[config.mk]
export PLATFORM = sky130hd
export DESIGN_NAME = id_escape_encoder_core
export DESIGN_NICKNAME = d
export VERILOG_FILES = /design/src/design/idesc_pkg.sv /design/src/design/idesc_decode.sv /design/src/design/id_escape_encoder_core.sv
export VERILOG_INCLUDE_DIRS = /design/src /design/src/design
export SDC_FILE = /design/constraint.sdc
export NUM_CORES = 1
export LEC_CHECK = 0
export BUFFER_PORTS_ARGS = -buffer_cell sky130_fd_sc_hd__buf_2
export CORE_ASPECT_RATIO = 0.75
export CORE_MARGIN = 1.5
export CORE_UTILIZATION = 28
export CTS_CLUSTER_DIAMETER = 100
export DETAILED_ROUTE_END_ITERATION = 10
export GPL_TIMING_DRIVEN = 0
export PLACE_DENSITY = 0.45
export SYNTH_ARGS = -nofsm -noshare
export SYNTH_HDL_FRONTEND = slang
export SYNTH_SLANG_ARGS = --single-unit
export TNS_END_PERCENT = 50
[constraint.sdc]
create_clock -name clk_i -period 6.2 [get_ports clk_i]
set_input_delay 1.24 -clock clk_i [delete_from_list [all_inputs] [get_ports clk_i]]
set_output_delay 1.24 -clock clk_i [all_outputs]
set_load 0.01 [all_outputs]
[src/design/id_escape_encoder_core_macros.svh]
// Assertion macros shared by the id escape encoder RTL.
// Needs clk_i and rst_ni in the scope where a macro is used.
`ifndef ID_ESCAPE_ENCODER_CORE_MACROS_SVH
`define ID_ESCAPE_ENCODER_CORE_MACROS_SVH

// antecedent implies consequent in the same cycle
`define IDESC_ASSERT_IMP(label, ante, cons, msg) \
  label: assert property (@(posedge clk_i) disable iff (!rst_ni) (ante) |-> (cons)) \
    else $error(msg);

// antecedent implies consequent in the next cycle
`define IDESC_ASSERT_NEXT(label, ante, cons, msg) \
  label: assert property (@(posedge clk_i) disable iff (!rst_ni) (ante) |=> (cons)) \
    else $error(msg);

`endif

[src/design/idesc_pkg.sv]
// Types, constants and helper functions for the id escape encoder.
// No dependencies.
package idesc_pkg;

  localparam int unsigned MaxUnits = 4;
  localparam int unsigned HeldDepth = 3;

  localparam logic [7:0] CharPct   = 8'h25;
  localparam logic [7:0] CharNul   = 8'h00;
  localparam logic [7:0] CharSpace = 8'h20;

  // position of a character inside an escaped unit
  localparam logic [1:0] EscPosPct = 2'd0;
  localparam logic [1:0] EscPosHi  = 2'd1;
  localparam logic [1:0] EscPosLo  = 2'd2;

  typedef enum logic [1:0] {
    CLASS_ASCII = 2'd0,
    CLASS_BYTE  = 2'd1,
    CLASS_UTF8  = 2'd2
  } charset_e;

  // one output unit: a byte sent as is, or as %XX
  typedef struct packed {
    logic [7:0] data;
    logic       esc;
  } unit_t;

  typedef struct packed {
    unit_t [MaxUnits-1:0] units;
    logic  [2:0]          count;
  } unit_list_t;

  function automatic logic [7:0] hex_char(input logic [3:0] nib);
    logic [7:0] res;
    if (nib < 4'd10) begin
      res = 8'h30 + {4'h0, nib};
    end else begin
      res = 8'h37 + {4'h0, nib};
    end
    return res;
  endfunction

  function automatic logic [2:0] lead_length(input logic [7:0] b);
    logic [2:0] n;
    if (b[7] == 1'b0) begin
      n = 3'd1;
    end else if ((b & 8'hE0) == 8'hC0) begin
      n = 3'd2;
    end else if ((b & 8'hF0) == 8'hE0) begin
      n = 3'd3;
    end else if ((b & 8'hF8) == 8'hF0) begin
      n = 3'd4;
    end else begin
      n = 3'd0;
    end
    return n;
  endfunction

  function automatic logic is_overlong(input logic [2:0] n, input logic [7:0] b0,
                                       input logic [7:0] b1);
    logic res;
    res = 1'b0;
    if (n == 3'd2 && (b0 & 8'h1E) == 8'h00) res = 1'b1;
    if (n == 3'd3 && b0 == 8'hE0 && (b1 & 8'h20) == 8'h00) res = 1'b1;
    if (n == 3'd4 && b0 == 8'hF0 && (b1 & 8'h30) == 8'h00) res = 1'b1;
    return res;
  endfunction

endpackage

[src/design/idesc_decode.sv]
// Byte classifier and pending utf8 sequence holder for the id escape encoder.
// Depends on idesc_pkg and id_escape_encoder_core_macros.svh.
`include "id_escape_encoder_core_macros.svh"

module idesc_decode
  import idesc_pkg::*;
(
  input  logic       clk_i,
  input  logic       rst_ni,
  input  logic       accept_i,
  input  logic [7:0] byte_i,
  input  logic       last_i,
  input  charset_e   class_i,
  output unit_list_t list_o
);

  logic [7:0] held_q [HeldDepth];
  logic [1:0] cnt_q, cnt_d;
  logic [2:0] seq_q, seq_d;

  logic       wr_en;
  logic [1:0] wr_idx;
  logic [1:0] pre;
  logic       pre_esc, new_unit, new_esc;
  logic       holding, cont;
  logic [2:0] n_lead;
  logic       f_esc, f_hold;
  logic [7:0] second;

  always_comb begin
    cont    = (byte_i[7:6] == 2'b10);
    holding = (cnt_q != 2'd0) && (seq_q >= 3'd2) && (seq_q <= 3'd4);
    n_lead  = lead_length(byte_i);
    second  = (cnt_q >= 2'd2) ? held_q[1] : byte_i;

    f_hold = byte_i[7] && (class_i == CLASS_UTF8) && (n_lead >= 3'd2) && !last_i;
    f_esc  = (byte_i == CharPct) || (byte_i == CharNul) ||
             (byte_i == CharSpace && last_i) ||
             (byte_i[7] && (class_i != CLASS_BYTE));

    pre      = 2'd0;
    pre_esc  = 1'b1;
    new_unit = 1'b1;
    new_esc  = f_esc;
    cnt_d    = 2'd0;
    seq_d    = 3'd0;
    wr_en    = 1'b0;
    wr_idx   = 2'd0;

    if (holding && cont) begin
      pre = cnt_q;
      if ({1'b0, cnt_q} + 3'd1 >= seq_q) begin
        pre_esc = is_overlong(seq_q, held_q[0], second);
        new_esc = pre_esc;
      end else if (last_i) begin
        new_esc = 1'b1;
      end else begin
        pre      = 2'd0;
        new_unit = 1'b0;
        wr_en    = 1'b1;
        wr_idx   = cnt_q;
        cnt_d    = cnt_q + 2'd1;
        seq_d    = seq_q;
      end
    end else begin
      pre = holding ? cnt_q : 2'd0;
      if (f_hold) begin
        new_unit = 1'b0;
        wr_en    = 1'b1;
        wr_idx   = 2'd0;
        cnt_d    = 2'd1;
        seq_d    = n_lead;
      end
    end

    for (int i = 0; i < HeldDepth; i++) begin
      if (pre > 2'(i)) begin
        list_o.units[i].data = held_q[i];
        list_o.units[i].esc  = pre_esc;
      end else begin
        list_o.units[i].data = byte_i;
        list_o.units[i].esc  = new_esc;
      end
    end
    list_o.units[MaxUnits-1].data = byte_i;
    list_o.units[MaxUnits-1].esc  = new_esc;
    list_o.count = {1'b0, pre} + {2'b00, new_unit};
  end

  always_ff @(posedge clk_i or negedge rst_ni) begin
    if (!rst_ni) begin
      cnt_q <= 2'd0;
      seq_q <= 3'd0;
    end else if (accept_i) begin
      cnt_q <= cnt_d;
      seq_q <= seq_d;
    end
  end

  always_ff @(posedge clk_i) begin
    if (accept_i && wr_en) begin
      held_q[wr_idx] <= byte_i;
    end
  end

  `IDESC_ASSERT_IMP(a_held_below_len, cnt_q != 2'd0, ({1'b0, cnt_q} < seq_q) && (seq_q <= 3'd4), "held count not below sequence length")
  `IDESC_ASSERT_IMP(a_len_clear, cnt_q == 2'd0, seq_q == 3'd0, "sequence length set with nothing held")
  `IDESC_ASSERT_IMP(a_hold_silent, accept_i && wr_en && !holding, list_o.count == 3'd0, "new lead gave output")

endmodule

[src/design/id_escape_encoder_core.sv]
// Top level of the id escape encoder: config register, decode and output serialiser.
// Depends on idesc_pkg, idesc_decode and id_escape_encoder_core_macros.svh.
//
//  channel  | dir | handshake                    | payload
//  s_axis   | in  | s_axis_tvalid/s_axis_tready  | tdata in_byte, tlast in_last
//  m_axis   | out | m_axis_tvalid/m_axis_tready  | tdata out_char, tlast out_last
//  cfg      | in  | cfg_valid_i/cfg_ready_o      | cfg_wdata_i charset_class
//
// An input byte is decoded in the cycle it is taken; its output units sit in one
// result register and leave one character per cycle while the output is ready
// (1 to 12 characters). A byte that gives one character is taken every such cycle;
// otherwise with the last character of the previous one. Bytes held back give none.
// Reset clears the held sequence and result valid flag, and sets the class to ascii.
// Output stalls stall the input only through the result register.
`include "id_escape_encoder_core_macros.svh"

module id_escape_encoder_core
  import idesc_pkg::*;
(
  input  logic       clk_i,
  input  logic       rst_ni,
  input  logic       s_axis_tvalid,
  output logic       s_axis_tready,
  input  logic [7:0] s_axis_tdata,  // [7:0] in_byte
  input  logic       s_axis_tlast,
  output logic       m_axis_tvalid,
  input  logic       m_axis_tready,
  output logic [7:0] m_axis_tdata,  // [7:0] out_char
  output logic       m_axis_tlast,
  input  logic       cfg_valid_i,
  output logic       cfg_ready_o,
  input  logic [1:0] cfg_wdata_i
);

  charset_e   class_q;
  unit_list_t list_new;
  unit_list_t list_q, list_d;
  logic       valid_q, valid_d;
  logic [1:0] u_q, u_d;
  logic [1:0] s_q, s_d;
  logic       last_q, last_d;
  unit_t      cur;
  logic       unit_final, item_final, s_fire, m_fire, load;
  logic [7:0] out_char;

  assign cfg_ready_o = 1'b1;

  always_ff @(posedge clk_i or negedge rst_ni) begin
    if (!rst_ni) begin
      class_q <= CLASS_ASCII;
    end else if (cfg_valid_i) begin
      class_q <= charset_e'(cfg_wdata_i);
    end
  end

  idesc_decode u_decode (
    .clk_i    (clk_i),
    .rst_ni   (rst_ni),
    .accept_i (s_fire),
    .byte_i   (s_axis_tdata),
    .last_i   (s_axis_tlast),
    .class_i  (class_q),
    .list_o   (list_new)
  );

  always_comb begin
    cur        = list_q.units[u_q];
    unit_final = !cur.esc || (s_q == EscPosLo);
    item_final = unit_final && ({1'b0, u_q} == list_q.count - 3'd1);
    case (s_q)
      EscPosPct: out_char = cur.esc ? CharPct : cur.data;
      EscPosHi:  out_char = hex_char(cur.data[7:4]);
      EscPosLo:  out_char = hex_char(cur.data[3:0]);
      default:   out_char = cur.data;
    endcase
  end

  assign s_axis_tready = !valid_q || (item_final && m_axis_tready);
  assign s_fire        = s_axis_tvalid && s_axis_tready;
  assign m_fire        = valid_q && m_axis_tready;
  assign load          = s_fire && (list_new.count != 3'd0);

  assign m_axis_tvalid = valid_q;
  assign m_axis_tdata  = out_char;
  assign m_axis_tlast  = last_q && item_final;

  always_comb begin
    valid_d = valid_q;
    u_d     = u_q;
    s_d     = s_q;
    list_d  = list_q;
    last_d  = last_q;
    if (m_fire) begin
      if (unit_final) begin
        s_d = 2'd0;
        u_d = u_q + 2'd1;
        if (item_final) valid_d = 1'b0;
      end else begin
        s_d = s_q + 2'd1;
      end
    end
    if (load) begin
      valid_d = 1'b1;
      u_d     = 2'd0;
      s_d     = 2'd0;
      list_d  = list_new;
      last_d  = s_axis_tlast;
    end
  end

  always_ff @(posedge clk_i or negedge rst_ni) begin
    if (!rst_ni) begin
      valid_q <= 1'b0;
      u_q     <= 2'd0;
      s_q     <= 2'd0;
    end else begin
      valid_q <= valid_d;
      u_q     <= u_d;
      s_q     <= s_d;
    end
  end

  always_ff @(posedge clk_i) begin
    list_q <= list_d;
    last_q <= last_d;
  end

  `IDESC_ASSERT_IMP(a_unit_in_range, valid_q, {1'b0, u_q} < list_q.count, "unit index beyond result count")
  `IDESC_ASSERT_IMP(a_digit_only_esc, valid_q && (s_q != 2'd0), cur.esc, "hex digit position on a plain unit")
  `IDESC_ASSERT_NEXT(a_result_kept, valid_q && !(item_final && m_axis_tready), valid_q, "result dropped before final character")

endmodule
-- Word level (Yosys, flattened, before mapping)
Memories as Yosys holds them, arrays and structs flattened.
Cells that the tools add are included.
- flip-flop bits (word level): 52
- memory bits (writable): 24
- bits of input ports: 16
- word-level logic and storage cells: 153
- memories kept: 1
- memory list (name ; words ; width ; rd ports ; clocked after Yosys merged registers in ; wr ports ; line ; text):
    u_decode.held_q ; 3 ; 8 ; 3 ; 0 ; 1 ; idesc_decode.sv:17 ; logic [7:0] held_q [HeldDepth];
- add/sub/neg operators: 10
- magnitude comparators: 11
- equality and inequality tests: 17
- multiplexer cells: 57
- reduce and logical (&&, ||, !) cells: 41
- operators by type and width (kind ; number):
    $mux 9 ; 4
    $logic_not 8->1 ; 4
    $mux 2 ; 16
    $add 6x4->7 const A ; 4
    $mux 3 ; 8
    $pmux 8 s3 ; 1
    $mux 1 ; 23
    $logic_and 1x1->1 ; 20
    $bmux 9 s2 ; 1
    $eq 8x6->1 const B ; 2
    $eq 8x8->1 const B ; 2
    $mux 7 ; 2
    $lt 4x4->1 const B ; 2
    $mux 8 ; 1
    $reduce_bool 2->1 ; 4
    $add 2x1->2 const B ; 3
    $eq 2x2->1 const B ; 3
    $eq 3x2->1 const B ; 2
    $eq 3x3->1 const B ; 2
    $ge 3x2->1 const B ; 2
    $mux 6 ; 1
    $eq 5x5->1 const B ; 1
    $logic_or 1x1->1 ; 5
    $eq 4x4->1 const B ; 1
    18 further kinds ; 22

-- Depth between registers and ports, before layout
Gate-level depths: netlist of run 1.
- depth after elaboration: 15
- depth in mapped cells: 12
- depth with buffers taken out: 11

-- Cells and area by module
From an unflattened synthesis of run 1, not the netlist that was laid out.
- cells, all modules: 303
- area, all modules: 4100.2 sq um
- by module, submodules not included (module ; times used ; cells each ; area an instance (sq um) ; sequential area each (sq um)):
    id_escape_encoder_core ; 1 ; 154 ; 2234.6 ; 1376.3
    idesc_decode ; 1 ; 149 ; 1865.5 ; 845.8

-- Least setup slack after synthesis of run 1
No wires, ideal clock.
- kind: flip-flop to flip-flop
- start point: register u_decode.cnt_q[1]
- end point: register last_q, enable pin
- data arrival time: 4.420 ns
- setup slack: 1.336 ns
- stages on the path, launching flop included: 12
- period minus slack after synthesis: 4.864 ns
- cells stage by stage: dfrtp_1 > clkbuf_1 > inv_1 > ha_1 > ha_1 > a21o_1 > a2111o_1 > and3_1 > ha_1 > ha_1 > nor3_1 > nor2_1
- RTL lines (element ; line ; text):
    start, declared ; idesc_decode.sv:18 ; logic [1:0] cnt_q, cnt_d;
    start signal, assigned ; idesc_decode.sv:95 ; cnt_q <= cnt_d;
    end signal, assigned ; id_escape_encoder_core.sv:125 ; last_q <= last_d;
    end, declared ; id_escape_encoder_core.sv:41 ; logic last_q, last_d;

-- Final worst setup path of run 1
- start point: register u_q[0]
- end point: output port m_axis_tdata[4]
- longest elaborated chain between the ends: 5
- elaborated cells between the ends (all ways): 12
- ends and longest elaborated chain (element ; line ; text):
    start, declared ; id_escape_encoder_core.sv:39 ; logic [1:0] u_q, u_d;
    start signal, assigned ; id_escape_encoder_core.sv:118 ; u_q <= u_d;
    $bmux 9 s2 (*) ; id_escape_encoder_core.sv:67 ; cur = list_q.units[u_q];
    $mux 9 (not written as such) (*) ; id_escape_encoder_core.sv:67 ;
    $add 6x4->7 (tied with other cells) ; idesc_pkg.sv:39 ; res = 8'h37 + {4'h0, nib};
    $mux 7 ; idesc_pkg.sv:36 ; if (nib < 4'd10) begin
    $pmux 8 s3 (*) ; id_escape_encoder_core.sv:70 ; case (s_q)
    end, declared ; id_escape_encoder_core.sv:28 ; output logic [7:0] m_axis_tdata,
Every way passes the cells marked *; elsewhere a longest branch is shown, timed or not. The select of a mux whose other input is x is not followed.

==> impl_results.md, run 1 <==
- Diodes inserted: 0
- Post-synth ARST share: 0.1579
- PD cells: 380.6 nW/µm²
- Syn Std Cell Area: about 3900 µm²
- Postcts setup bufs: 0
- Hold depth: 1
- Clock Sinks: 76
- Width of the die: between 100 and 150 µm
- Setup TNS: 0 ns
- Final setup vio count: 0
- CTS H-tree depth: 3
- Routed len/inst: around 17 µm
- Flop2flop setup slack: 2.24 ns
- CTS buffer count: 9
- Util after Layout: 0.3353
- Tmin final: about 4.2 ns
- Avg Inst Size Synth: around 14 µm²
- Placed cells: just under 500
- Worst setup margin: just under 2 ns
- Cell Count, Final, Fillers Out: ~500
- Final period util: 0.6804
- Chip height: between 100 and 150 µm
- Clk slew on worst S/H paths: around 0.060 ns
- Post-synthesis cell count: 285
- Core ar.: 13,610 µm²
- Commonest non-fill, non-tap cell in the layout: edfxtp_1
- Layout cells sized above 1: 0.2761
- Resized Gates After CTS: 0
- Post-synthesis cell type count: 57
- Slew @ Worst Pin: 1.006 ns
- Commonest cells after routing, fill and taps aside: 64 x edfxtp_1, 28 x buf_2, 26 x mux2_2
- GRT Util Overall: 0.1214
- Area of the die: 14,570 µm²
- Vias in the first global route: roughly 2,400
- Post-Syn Nets: ~320
- Hold Path Class: reg -> reg
- Hold-fix buffers, CTS: 0
- Largest net degree at the start of global routing: 34
- Fmax: between 200 and 250 MHz
- Final global-route overflow total: 0
- Post-Place Setup Slack: 2.086 ns
- CP Max Fanout: 10
- Max_cap viols: 0
- Seq cells post-synth: 76
- Iter 0 DRT Violations: between 100 and 150
- DRC viols: 0
- Via-per-instance ratio: approximately 4.8
- CTS Buffer Depth: 2
- Fin. Hold Viols: 0
- Row count: 37
- WP data arrival: roughly 3.0 ns
- Syn. warnings: 0
- Slew Limit Headroom: 0.3270
- Root buf cell: clkbuf_16
- Vias after detailed routing: around 2,400
- CTS tree: done
- Reg2Reg Depth: 12
- Final Max Tran Viols: 0
- Worst r2r src: u_decode.cnt_q[1]
- Skew-Pair Late Insertion Delay: between 0.3 and 0.4 ns
- Critical Path RT: between 4 and 5 ns
- Clk_skew: ~0.012 ns
- Min-Delay Startpoint: class_q[1]
- Fin nets: ~350
- Initial Util: 0.2848
- Final wirelength: between 8 and 9 mm
- Number of flops mapped to enable cells by yosys: between 60 and 70
- Area grow syn2layout: 17.72%
- Sequential share of the synthesized area: 0.5733
- R2R Path End: list_q[8]
- First-pass GRT wire length: between 10 and 15 mm
- IO Pins: 28
- Worst vdd ir: approximately 200 µV
- Status: completed
- Leakage: between 1.5 and 2 nW
- GP Congestion: a little under 0.8
- CP Class: reg -> out
- Initial antenna violation count: 0
- Port bufs: 26
- Synth Flop Type: edfxtp_1
- RSZ-0062 raised after global routing: false
- DPL Wire Length: 5.981 mm
- Post-route ant nets: 0
- CP Capture Type: output pin
- Worst Hold Endpoint: class_q[1]
- TritonRoute pass-1 iters: 4
- Type of origin of the critical path: flip-flop
cells by family after synthesis:
kind of cell	Yosys count	share of synthesized area
other	1	0.0009674
XOR/XNOR	5	0.01130
buffers and inverters	27	0.02969
AO/OA/AOI/OAI	59	0.1075
flip-flops	76	0.5733
adder cells (fa/ha/maj)	15	0.04842
multiplexers	38	0.1391
AND/OR/NAND/NOR	64	0.08974
stage by stage:
stage                     area [µm²]  power (mW)  hold WS, ns
after floorplan                 3876       1.030       0.5044
after global placement          4225       1.195       0.5241
after detailed placement        4258       1.203       0.5309
after CTS                       4563       1.755       0.5477
after global routing            4563       1.837       0.5575
final                           4563       1.737       0.5367
power by group:
part | leakage, nW | internal, mW | switching (mW) | total, mW
registers | 0.727 | 0.603 | 0.0297 | 0.632
clock network | 0.145 | 0.348 | 0.193 | 0.541
logic | 0.782 | 0.237 | 0.326 | 0.563
per-layer routing:
layer / part of all wire / global-route usage
met1: 0.56 / 0.1839
met5: 0 / 0
met2: 0.40 / 0.1687
met3: 0.036 / 0.03208
met4: 0.0077 / 0.03348
worst max path at each step:
stage | depth (start not counted) | to | start | slack, ns
after global placement | 9 | list_q[35] | s_axis_tdata[6] | -0.005
after global routing | 9 | m_axis_tdata[4] | u_q[0] | 1.81
after CTS | 9 | m_axis_tdata[4] | u_q[0] | 1.94
after detailed placement | 10 | list_q[35] | s_axis_tdata[6] | 2.09
final | 9 | m_axis_tdata[4] | u_q[0] | 1.98
after floorplan | 11 | last_q | u_decode.cnt_q[1] | 1.34
cell type report:
cell class              count  area [µm²]
fillers                  1363        9047
clock inverters             4       76.32
multi-input cells         182        1551
well taps                 175       219.0
flip-flops and latches     76        2222
clock buffers              10       229.0
inverters                  19       71.32
plain buffers               8       43.79
repair buffers             27       150.1
critical path, cell delays in order, from the launching register on:
cell and delay (ns):
dfrtp_1 0.44, buf_2 0.36, mux4_2 0.63, inv_1 0.13, ha_1 0.18, nand2b_1 0.10
a21boi_0 0.10, or3b_2 0.45, o221ai_1 0.09, buf_2 0.17
cell usage after synthesis (3+ instances only):
cell,number,area [µm²]
a211oi_1,3,22.52
a21o_1,3,22.52
a21oi_1,18,90.09
clkbuf_1,4,15.01
dfrtp_1,12,300.3
edfxtp_1,64,1922
ha_1,15,187.7
inv_1,18,67.56
mux2_2,26,292.8
mux4_2,8,180.2
nand2_1,16,60.06
nand2b_1,6,37.54
nand3_1,5,25.02
nand4_1,5,31.28
nor2_1,11,41.29
nor2b_1,4,25.02
nor3_1,4,20.02
o21ai_0,11,55.05
xor2_1,3,26.28
sequential cells by signal, indices dropped and copies added (netlist names), 2 cells and up:
register         flops
u_decode.held_q     24
u_decode.seq_q       3
u_decode.cnt_q       2
class_q              2
u_q                  2
list_q              39
s_q                  2
Note: power is estimated with default switching activity, not from simulation.
==> run 2, diff against run 1 <==
--- a/config.mk
+++ b/config.mk
@@ -13,7 +13,7 @@
 export CTS_CLUSTER_DIAMETER = 100
 export DETAILED_ROUTE_END_ITERATION = 10
 export GPL_TIMING_DRIVEN = 0
-export PLACE_DENSITY = 0.45
+export PLACE_DENSITY = 0.47
 export SYNTH_ARGS = -nofsm -noshare
 export SYNTH_HDL_FRONTEND = slang
 export SYNTH_SLANG_ARGS = --single-unit
==> constraint.sdc (replaced) <==
create_clock -name clk_i -period 3.6 [get_ports clk_i]
set_input_delay 0.72 -clock clk_i [delete_from_list [all_inputs] [get_ports clk_i]]
set_output_delay 0.72 -clock clk_i [all_outputs]
set_load 0.01 [all_outputs]
==> run 2 against run 1 <==
Clock power grew 74%. Combinational power grew 83%. Flip-flop and latch count is the same. Final cell count grew 2.2%. Sequential power grew 72%. Die area is the same. Largest cell class unchanged. Global-route usage grew 0.66 points. Clock-buffer cell count shrank 1. Routed wire length grew 5.6%. Sequential share of layout area shrank 1.7 points.
==> impl_results.md, run 2 (synthesis gave the netlist of run 1 again) <==
- WP data arrival: 2.73 ns
- Largest registers: list_q: 39 flops, u_decode.held_q: 24 flops, u_decode.seq_q: 3 flops
- Chip height: between 100 and 150 µm
- R2R Path End: list_q[5]
- Leakage: ~1.7 nW
- CP cell instances: buf_12 > mux4_2 > inv_1 > ha_1 > nand2b_1 > a21boi_0 > or3b_2 > o221ai_1 > buf_2
- RSZ-0062 raised after global routing: false
- CTS buffer count: 9
- GR peak layer: met1
- Fin nets: about 360
- Clock power share: 0.308
- DRC viols: 0
- Final global-route overflow total: 0
- Max_cap viols: 0
- CP max stage cell: mux4_2
- CTS H-tree depth: 3
- Type of origin of the critical path: flip-flop
- Worst r2r src: u_decode.cnt_q[1]
- Vias after detailed routing: approximately 2,500
- Clk_skew: between 0.008 and 0.009 ns
- Fill count: 1,352
- Multi-input logic area: 1597 µm²
- CP Max Fanout: 10
- Reg2Reg Depth: 13
- Fmax: between 200 and 300 MHz
- Root buf cell: clkbuf_16
- Util after Layout: 0.3475
- Core ar.: about 14,000 µm²
- Worst setup margin: 0.1482 ns
- CP Capture Type: output pin
- Setup TNS: 0 ns
- CP Class: reg -> out
- Met1 Usage GRT: 0.1933
- Met3 usage: 0.04079
- Gate power share: 0.335
- Commonest non-fill, non-tap cell in the layout: edfxtp_1
- Critical Path RT: between 2 and 3 ns
- Iter 0 DRT Violations: around 120
- Switching Fraction: 0.3174
- Row count: 37
- Register bank with the most flops: list_q
- Tmin final: 3.452 ns
- Hold Path Class: in -> async
- Slew @ Worst Pin: just under 1 ns
- Layout cells sized above 1: 0.3086
- Sequential power share: 0.357
- TritonRoute pass-1 iters: 4
- GRT Util Overall: 0.1280
- Worst vdd ir: roughly 410 µV
- DPL Wire Length: between 5 and 6 mm
- Storage cell area: around 2200 µm²
- Vias in the first global route: around 2,500
- Status: completed
- CTS Buffer Depth: 2
- Met2 Usage GRT: 0.1764
- Cell internal pwr: approximately 2.1 mW
- CTS tree: done
- Slew Limit Headroom: 0.3383
- IO Pins: 28
- CP peak stage delay: 0.59 ns
- Hold-fix buffers, CTS: 0
- Final period util: 0.9588
- Final wirelength: slightly below 9 mm
- Clk slew on worst S/H paths: around 0.06 ns
- Area grow syn2layout: 22.01%
- First-pass GRT wire length: 14.01 mm
- Final setup vio count: 0
- Largest net degree at the start of global routing: 14
- Post-route ant nets: 0
- Clock Sinks: 76
- Number of flip-flops in the largest register: 39
- Post-Place Setup Slack: -0.5845 ns
- Diodes inserted: 0
- Initial antenna violation count: 0
- Width of the die: about 140 µm
- Area of the die: 14,570 µm²
- Final Max Tran Viols: 0
- PD cells: between 600 and 700 nW/µm²
- Port bufs: 26
- GP Congestion: roughly 0.81
- Skew-Pair Late Insertion Delay: approximately 0.34 ns
- Via-per-instance ratio: 4.852
- Commonest cells after routing, fill and taps aside: 64 x edfxtp_1, 28 x buf_2, 26 x mux2_2
- Routed len/inst: ~17 µm
- Initial Util: 0.2848
- NetSw: between 0.9 and 1 mW
- Flop2flop setup slack: 0.15 ns
- Fin. Hold Viols: 0
## run 2: cell count changes in the layout (fill, tap and decap cells not counted), sizes merged
cell	previous run	this run
buf	31	39
nor2	11	14
clkinv	1	3
clkbuf	14	12
## run 2: power by group through the flow
stage	Combinational [mW]	Clock (mW)	Sequential [mW]
floorplan	0.681	0	1.09
global placement	0.943	0	1.11
detailed placement	0.954	0	1.11
CTS	0.989	0.959	1.09
global route	1.14	0.992	1.10
finish	1.03	0.942	1.09
## run 2: area by class of cell
class                      instances  area share
clock buffer                       9     0.04762
clock inverter                     6     0.01693
timing repair buffer              34     0.05344
multi-input combinational        185      0.3376
buffer                             8     0.01270
sequential                        76      0.4704
inverter                          19     0.01508
tap                              175     0.04630
## run 2: per-layer routing
metal,part of all wire,up-vias
li1,-,1195
met1,0.54,1243
met2,0.42,44
met3,0.041,2
met4,0.0018,0
met5,0,-
## run 2: stage by stage
stage          area (µm²)  cells  total power [mW]  hold slack (ns)
6_report             4730    512             3.060           0.2827
5_1_grt              4730    512             3.231           0.2974
4_1_cts              4632    506             3.037           0.2837
3_5_place_dp         4239    486             2.061           0.5309
3_3_place_gp         4234    486             2.050           0.5229
2_1_floorplan        3885    285             1.774           0.4244
## run 2: timing repair
item | in CTS | in global routing
setup endpoints to repair | 45 | 47
endpoints found under the hold margin | 0 | 0
buffers inserted | 2 | 6
pin swaps | 4 | 4
resized for setup | 6 | 6
gates cloned | 3 | 0
## run 2: how the worst max path moves through the flow
stage	from	to	slack (ns)	cells after the start
after floorplan	u_decode.cnt_q[1]	last_q	0.04	11
after global placement	u_decode.cnt_q[1]	list_q[17]	-0.52	11
after detailed placement	u_decode.cnt_q[1]	list_q[17]	-0.58	11
after CTS	u_q[0]	m_axis_tdata[4]	0.001	9
after global routing	u_decode.cnt_q[1]	list_q[32]	0.002	13
final	u_q[0]	m_axis_tdata[4]	0.15	9
## run 2: worst max-delay path, delay by kind of cell, from the launching register on
kind | cells | cell delay (ns)
AND/OR/NAND/NOR | 2 | 0.55
buffers and inverters | 3 | 0.46
AO/OA/AOI/OAI | 2 | 0.19
multiplexers | 1 | 0.59
adder cells (fa/ha/maj) | 1 | 0.17
flip-flops | 1 | 0.44
